File: src/rtl/keyed_value_table_bsearch_unit_assert.svh
// Assertion macros shared by the table lookup RTL.
`ifndef KEYED_VALUE_TABLE_BSEARCH_UNIT_ASSERT_SVH
`define KEYED_VALUE_TABLE_BSEARCH_UNIT_ASSERT_SVH

`ifndef SYNTHESIS
`define KVTBS_ASSERT(label, clk, rst, ante, cons) \
  label: assert property (@(posedge clk) disable iff (rst) (ante) |-> (cons)) \
    else $error("assertion failed");
`define KVTBS_ASSERT_NEXT(label, clk, rst, ante, cons) \
  label: assert property (@(posedge clk) disable iff (rst) (ante) |=> (cons)) \
    else $error("assertion failed");
`else
`define KVTBS_ASSERT(label, clk, rst, ante, cons)
`define KVTBS_ASSERT_NEXT(label, clk, rst, ante, cons)
`endif

`endif

File: src/rtl/kvtbs_pkg.sv
`default_nettype none

package kvtbs_pkg;

  localparam int TABLE_DEPTH = 256;
  localparam int ADDR_W      = 8;
  localparam int COUNT_W     = 9;
  localparam int KEY_W       = 32;
  localparam int VALUE_W     = 64;
  localparam int FUNC_W      = 2;
  localparam int STATUS_W    = 2;
  localparam int APB_ADDR_W  = 3;
  localparam int APB_DATA_W  = 32;

  localparam logic [FUNC_W-1:0] FN_LOAD  = 2'd0;
  localparam logic [FUNC_W-1:0] FN_READ  = 2'd1;
  localparam logic [FUNC_W-1:0] FN_WRITE = 2'd2;

  localparam logic [STATUS_W-1:0] ST_OK        = 2'd0;
  localparam logic [STATUS_W-1:0] ST_NOT_FOUND = 2'd1;
  localparam logic [STATUS_W-1:0] ST_SKIPPED   = 2'd2;

  localparam logic REG_ENTRY_COUNT = 1'b0;

  typedef struct packed {
    logic              done;
    logic              hit;
    logic [ADDR_W-1:0] slot;
  } srch_rsp_t;

endpackage

`default_nettype wire

File: src/rtl/kvtbs_search.sv
`default_nettype none

`include "keyed_value_table_bsearch_unit_assert.svh"

module kvtbs_search
  import kvtbs_pkg::*;
(
  input  wire logic               clk,
  input  wire logic               rst,
  input  wire logic               start,
  input  wire logic [KEY_W-1:0]   key,
  input  wire logic [COUNT_W-1:0] count,
  input  wire logic [KEY_W-1:0]   key_rdata,
  output logic      [ADDR_W-1:0]  key_raddr,
  output srch_rsp_t               rsp
);

  typedef enum logic [3:0] {
    S_IDLE  = 4'b0001,
    S_FIRST = 4'b0010,
    S_LAST  = 4'b0100,
    S_MID   = 4'b1000
  } srch_state_t;

  srch_state_t        state, state_next;
  logic [ADDR_W-1:0]  base, base_next;
  logic [COUNT_W-1:0] span, span_next;
  logic [ADDR_W-1:0]  addr, addr_next;
  logic [KEY_W-1:0]   key_q;

  logic               fin, fin_hit;
  logic               key_eq, key_gt;
  logic [COUNT_W-1:0] half, span_gt, half_gt;
  logic [ADDR_W-1:0]  last_addr, mid_addr, mid_gt_addr, last_lt_addr;

  always_comb begin
    key_eq       = key_rdata == key_q;
    key_gt       = key_q > key_rdata;
    half         = span >> 1;
    last_addr    = ADDR_W'(COUNT_W'(base) + span - COUNT_W'(1));
    mid_addr     = ADDR_W'(COUNT_W'(base) + half);
    span_gt      = span - half;
    half_gt      = span_gt >> 1;
    mid_gt_addr  = ADDR_W'(COUNT_W'(mid_addr) + half_gt);
    last_lt_addr = ADDR_W'(COUNT_W'(base) + half - COUNT_W'(1));
  end

  always_comb begin
    state_next = state;
    base_next  = base;
    span_next  = span;
    addr_next  = addr;
    fin        = 1'b0;
    fin_hit    = 1'b0;
    case (state)
      S_IDLE: begin
        if (start) begin
          if (count == '0) begin
            fin = 1'b1;
          end else begin
            base_next  = '0;
            span_next  = count;
            addr_next  = '0;
            state_next = S_FIRST;
          end
        end
      end
      S_FIRST: begin
        if (key_eq) begin
          fin     = 1'b1;
          fin_hit = 1'b1;
        end else begin
          addr_next  = last_addr;
          state_next = S_LAST;
        end
      end
      S_LAST: begin
        if (key_eq) begin
          fin     = 1'b1;
          fin_hit = 1'b1;
        end else if (half == '0) begin
          fin = 1'b1;
        end else begin
          addr_next  = mid_addr;
          state_next = S_MID;
        end
      end
      S_MID: begin
        if (key_eq) begin
          fin     = 1'b1;
          fin_hit = 1'b1;
        end else if (key_gt) begin
          base_next = mid_addr;
          span_next = span_gt;
          if (half_gt == '0) begin
            fin = 1'b1;
          end else begin
            addr_next = mid_gt_addr;
          end
        end else begin
          span_next  = half;
          addr_next  = last_lt_addr;
          state_next = S_LAST;
        end
      end
      default: begin
        state_next = S_IDLE;
      end
    endcase
    if (fin) begin
      state_next = S_IDLE;
    end
  end

  assign key_raddr = addr_next;

  always_ff @(posedge clk) begin
    if (rst) begin
      state    <= S_IDLE;
      rsp.done <= 1'b0;
    end else begin
      state    <= state_next;
      rsp.done <= fin;
    end
    base     <= base_next;
    span     <= span_next;
    addr     <= addr_next;
    rsp.hit  <= fin_hit;
    rsp.slot <= fin_hit ? addr : '0;
    if (state == S_IDLE && start) begin
      key_q <= key;
    end
  end

  `KVTBS_ASSERT_NEXT(a_empty_miss, clk, rst,
                     (state == S_IDLE) && start && (count == '0), rsp.done && !rsp.hit)
  `KVTBS_ASSERT(a_mid_span, clk, rst, state == S_MID, span >= COUNT_W'(2))
  `KVTBS_ASSERT(a_range_in_table, clk, rst, state != S_IDLE,
                (10'(base) + 10'(span)) <= 10'(TABLE_DEPTH))
  `KVTBS_ASSERT_NEXT(a_done_pulse, clk, rst, rsp.done, !rsp.done)

endmodule

`default_nettype wire

File: config.mk
export PLATFORM = sky130hd
export DESIGN_NAME = kvtbs_search
export DESIGN_NICKNAME = d
export VERILOG_FILES = /design/src/rtl/kvtbs_pkg.sv /design/src/rtl/kvtbs_search.sv
export VERILOG_INCLUDE_DIRS = /design/src /design/src/rtl
export SDC_FILE = /design/constraint.sdc
export NUM_CORES = 1
export LEC_CHECK = 0
export BUFFER_PORTS_ARGS = -buffer_cell sky130_fd_sc_hd__buf_2
export CAP_MARGIN = 20
export CELL_PAD_IN_SITES_DETAIL_PLACEMENT = 1
export CELL_PAD_IN_SITES_GLOBAL_PLACEMENT = 1
export CORE_MARGIN = 5
export CORE_UTILIZATION = 47
export DETAILED_ROUTE_END_ITERATION = 10
export PLACE_DENSITY_LB_ADDON = 0.1
export SYNTH_ARGS = -nofsm -noshare
export SYNTH_HDL_FRONTEND = slang
export SYNTH_SLANG_ARGS = --single-unit
File: constraint.sdc
create_clock -name clk -period 4.61 [get_ports clk]
set_input_delay 0.2305 -clock clk [delete_from_list [all_inputs] [get_ports clk]]
set_output_delay 0.2305 -clock clk [all_outputs]
set_load 0.1 [all_outputs]
# ---- Word level (Yosys, flattened, before mapping)
# Cells that the tools add are included.
dict set report totals {
  regBits 71
  inputBits 76
  word_cells 75
}
dict set report op_classes {
  n_addsub 6
  magnitude_cmp 1
  eq_ne 13
  muxes 37
  n_reduce_logical 10
}
# op count
set ops {}
lappend ops {{two-way mux 8 bit} 12}
lappend ops {{two-way mux 9 bit} 4}
lappend ops {{equality test 32 bit} 1}
lappend ops {{greater-than comparator 32 bit} 1}
lappend ops {{one-hot mux 8 bit (4 select lines)} 1}
lappend ops {{two-way mux 4 bit} 7}
lappend ops {{zero test 9 bit} 3}
lappend ops {{adder 8 bit} 3}
lappend ops {{one-hot mux 9 bit (2 select lines)} 1}
lappend ops {{!= test 2 bit (second input constant)} 8}
lappend ops {{one-hot mux 4 bit (4 select lines)} 1}
lappend ops {{one-hot mux 8 bit (2 select lines)} 1}
lappend ops {{subtractor 8 x 1 -> 8 bit (second input constant)} 2}
lappend ops {{two-way mux 1 bit} 9}
lappend ops {{subtractor 9 x 8 -> 9 bit} 1}
lappend ops {{AND reduction 7 bit} 1}
lappend ops {{AND reduction 5 bit} 1}
lappend ops {{equality test 4 x 1 -> 1 bit (second input constant)} 1}
lappend ops {{equality test 4 x 2 -> 1 bit (second input constant)} 1}
lappend ops {{equality test 4 x 3 -> 1 bit (second input constant)} 1}
lappend ops {{equality test 4 bit (second input constant)} 1}
lappend ops {{one-hot mux 1 bit (4 select lines)} 1}
lappend ops {{AND reduction 4 bit} 1}
lappend ops {{OR reduction 3 bit} 1}
lappend ops {{other kinds (3)} 3}

# ---- Depth between registers and ports, before layout
dict set report depth {
  word_depth 7
  depth_mapped 15
}

# ---- Least setup slack after synthesis
# Ideal clock, no wire load.
dict set report synth_timing {
  path_type {reg2reg}
  startpoint {register span[1]}
  endpoint {register addr[7]}
  setup_time_ns 0.495
  arrival_time_ns 5.704
  required_time_ns 4.115
  path_slack_ns -1.589
  path_stages_with_launch 11
  period_less_slack_ns 6.199
  path_cell_list {edfxtp_1 > ha_1 > fa_1 > a21oi_1 > nor2b_1 > nor2_1 > xnor2_1 > or3_1 > nor3_1 > xor2_1 > o311ai_0}
}
dict set report synth_via {
  elab_chain_cells 6
  word_cells_on_any_way 15
  cone_classes {add/sub: 6; mux: 7; reduce/logical: 2}
}
# item line
set synth_rtl {}
lappend synth_rtl {{from (decl)} kvtbs_search.sv:27} ;# logic [COUNT_W-1:0] span, span_next;
lappend synth_rtl {{from (signal assigned)} kvtbs_search.sv:126} ;# span <= span_next;
lappend synth_rtl {{adder 8 bit *} kvtbs_search.sv:41} ;# mid_addr = ADDR_W'(COUNT_W'(base) + half);
lappend synth_rtl {{named net mid_addr[4]} kvtbs_search.sv:34} ;# logic [ADDR_W-1:0] last_addr, mid_addr, mid_gt_addr, last_lt_addr;
lappend synth_rtl {{adder 8 bit} kvtbs_search.sv:44} ;# mid_gt_addr = ADDR_W'(COUNT_W'(mid_addr) + half_gt);
lappend synth_rtl {{two-way mux 8 bit} kvtbs_search.sv:95} ;# if (half_gt == '0) begin
lappend synth_rtl {{two-way mux 8 bit *} kvtbs_search.sv:92} ;# end else if (key_gt) begin
lappend synth_rtl {{two-way mux 8 bit *} kvtbs_search.sv:89} ;# if (key_eq) begin
lappend synth_rtl {{one-hot mux 8 bit (4 select lines) *} kvtbs_search.sv:55} ;# case (state)
lappend synth_rtl {{named net key_raddr[7]} kvtbs_search.sv:14} ;# output logic [ADDR_W-1:0] key_raddr,
lappend synth_rtl {{to (signal assigned)} kvtbs_search.sv:127} ;# addr <= addr_next;
lappend synth_rtl {{to (decl)} kvtbs_search.sv:28} ;# logic [ADDR_W-1:0] addr, addr_next;
# Mark *: on every way through the listed nets, which the timed path passes. The rest lies on a longest branch.
# A chain may end at the register's enable or synchronous reset.

# ---- Worst setup path after layout
dict set report layout_timing {
  startpoint {register span[2]}
  endpoint {output key_raddr[2]}
}
dict set report layout_via {
  elab_chain_cells 6
  word_cells_on_any_way 15
  cone_classes {add/sub: 6; mux: 7; reduce/logical: 2}
}
# item line
set layout_rtl {}
lappend layout_rtl {{subtractor 9 x 8 -> 9 bit / adder 8 bit (equally long branches)} {kvtbs_search.sv:42, kvtbs_search.sv:41, kvtbs_search.sv:45}}
lappend layout_rtl {{adder 8 bit / zero test 9 bit (equally long branches)} {kvtbs_search.sv:44, kvtbs_search.sv:95}}
lappend layout_rtl {{two-way mux 8 bit} kvtbs_search.sv:95}
lappend layout_rtl {{two-way mux 8 bit} kvtbs_search.sv:92}
lappend layout_rtl {{two-way mux 8 bit} kvtbs_search.sv:89}
lappend layout_rtl {{one-hot mux 8 bit (4 select lines) *} kvtbs_search.sv:55}
lappend layout_rtl {{to (decl)} kvtbs_search.sv:14}
# Mark *: on every way between the ends. The rest lies on a longest branch, timed or not.

==> impl_metrics.ini <==
[yosys]
syn_inst = 549
synth_top_area_cell = edfxtp_1
synth-simple-area-share = 0.137
synthTopCellsByCount = inv_1 (76), ha_1 (72), edfxtp_1 (49), o21ai_0 (45)
synth_compound_area_frac = 0.168
synth_top_family_by_area = adder cells
yosysMostFrequentCell = inv_1
syn_area_per_cell_um2 = 9.46
ys_ff_latch = 71
synth_cell_type_count = 63
synth_warnings = 0
synth-xor-area-share = 0.0506
synth_area_um2 = 5190
syn_nets = 701
synth_edf_count = 49
synth-adder-area-share = 0.189
synthMuxAreaShare = 0.0246
seq_area_frac_synth = 0.368
yosys-top-cells-area = edfxtp_1 (28%), ha_1 (17%), dfxtp_1 (8.5%)
synth_top_area_frac = 0.283
async_flop_share = 0
ys.flop_type = edfxtp_1

[clock_network]
cts_tree = yes
post_cts_buffers = 0
cts-root-buf = clkbuf_8
cts_inserted_buffers = 9
clock-sinks = 71
clk_pin_slew_worst_paths_ns = 0.08
clk_latency_ns = 0.37
h-tree-depth = 3
cts.repair.resized = 0
cts_buffer_depth = 2
cts_hold_buf = 0

[setup_path]
critical_path_arrival_ns = 4.11
worstSetupPathType = register to primary output
critPathMaxStageDelay_ns = 0.58
required_ns = 4.38
crit_chain = ha_1, nor2b_4, o21ai_1, a31oi_1, xnor2_1, nand4bb_1, mux2_2, a21oi_1, o211ai_1, buf_2
path_buf_inv = 1
setup.worst_path.end_class = primary output
worstPathMaxFanout = 10
worstSetupStartpointType = register
cp_slowest_cell = nand4bb_1
critical_path.top_delay_family = simple AND/OR/NAND/NOR gates

[sta]
hold_violations = 0
skew_ns = 0.00929
fmax_ghz = 0.230
rsz0062_at_grt = no
setup_ws_ns = 0.267
drv_slew = 0
relSlewSlack = 0.332
setup_viol = 0
fin_crit_ns = 4.34
worstMarginPinSlew_ns = 0.999
period_share = 0.942
tns_ns = 0

[floorplan]
die-area_um2 = 13300
dieHeight_um = 115
start_util = 0.479
rows = 38
die_width_um = 115
num_io_pins = 94
core_um2 = 10800

[detailed_routing]
drc = 0
vias = 4506
vias_per_cell = 5.67
ant_nets = 0
routed_wl_um = 15200
drt_pass1_iterations = 5
drt_iter0_drc = 269
routedWlPerCell_um = 19.2

[flow_run]
cap_violations = 0

[global_routing]
grt_pass1_vias = 4805
grt_max_degree = 34
grt_first_pass_wirelength_um = 24300
grt_usage = 0.237
antenna_found_initial = 0
grt_overflow = 0

[pwr]
powerDensity_nw_per_um2 = 590
p_total_mw = 3.61
vdd_drop_max_v = 0.000388
power_leakage_nw = 2.90

[finish]
syn_to_final_growth_pct = 17.9
diodes = 0
drive_gt1_frac = 0.208
final_cell_count_no_fill = 795
nets = 802

[placement]
port_buffers = 93
place_ws_ns = 0.499
globalplace.congestion = 0.930
placed_cells = 779
place_hpwl_um = 12200

[status]
outcome = finished, final reports clean

[min_path]
hold_class = input pin to register
==> flip-flops by register name, summed over array words and instances, names as in the netlist <==
signal / count
addr: 8
base: 8
key_q: 32
rsp: 10
span: 9
state: 4
==> logic make-up after synthesis <==
kind of cell,count (synthesis)
and+or+nand+nor,136
xor gates and xnor gates,30
AOI/OAI and AO/OA,137
adders and majority gates,76
muxes,12
DFF,71
buffers and inverters,87
==> cells in the final DEF, fill, tap and decap left out, types with 4 or more instances in the layout <==
master	netlist	routed
a211oi_1	4	4
a21o_1	9	9
a21oi_1	32	32
a31oi_1	4	4
and2_1	13	13
buf_2	2	91
buf_4	0	8
clkbuf_8	0	10
dfxtp_1	22	22
edfxtp_1	49	49
fa_1	4	4
ha_1	72	72
inv_1	76	76
mux2_2	6	6
mux2i_1	6	6
nand2_1	30	30
nand3_1	10	10
nand3b_1	5	5
nand4_1	7	7
nor2_1	32	31
nor2b_1	6	6
nor3_1	10	10
nor4_1	7	7
o211ai_1	4	4
o21ai_0	45	40
o21ai_1	2	7
o21bai_1	4	4
xnor2_1	24	22
xor2_1	6	6
==> final timing paths <==
| check | start | end | slack [ns] | cells past startpoint |
|---|---|---|---|---|
| setup reg to reg | span[2] | state[2] | 1.03 | 9 |
| hold / removal | key[20] | key_q[20] | 0.03 | 1 |
| setup / recovery | span[2] | key_raddr[2] | 0.27 | 10 |
| hold reg to reg | addr[6] | rsp[6] | 0.48 | 1 |
==> stage by stage <==
stage	util	instance area, um2	hold WS (ns)
detailed placement	0.541	5870	0.409
CTS	0.563	6100	0.0122
finish	0.565	6130	0.0280
global route	0.565	6130	0.00328
floorplan	-	5200	0.307
global placement	0.541	5870	0.407
==> power by group <==
part,internal (mW),switching (mW),total [mW],leakage (nW)
clock,0.329,0.260,0.589,0.120
sequential,0.816,0.0762,0.892,0.647
combinational,0.859,1.27,2.13,2.13
==> cell type report <==
class / count / area (um2)
multi-input cells: 391 / 2980
well taps: 140 / 175
inverters: 76 / 285
clock buffers: 12 / 188
repair buffers: 101 / 534
fillers: 1285 / 4710
clock inverters: 4 / 47.5
flip-flops and latches: 71 / 1910
==> layer usage <==
| layer | GRT usage | part of all wire |
|---|---|---|
| met1 | 0.281 | 0.40 |
| met2 | 0.422 | 0.50 |
| met3 | 0.0553 | 0.069 |
| met4 | 0.0775 | 0.024 |
| met5 | 0 | 0 |
No activity file was read; power rests on OpenSTA's default activity.
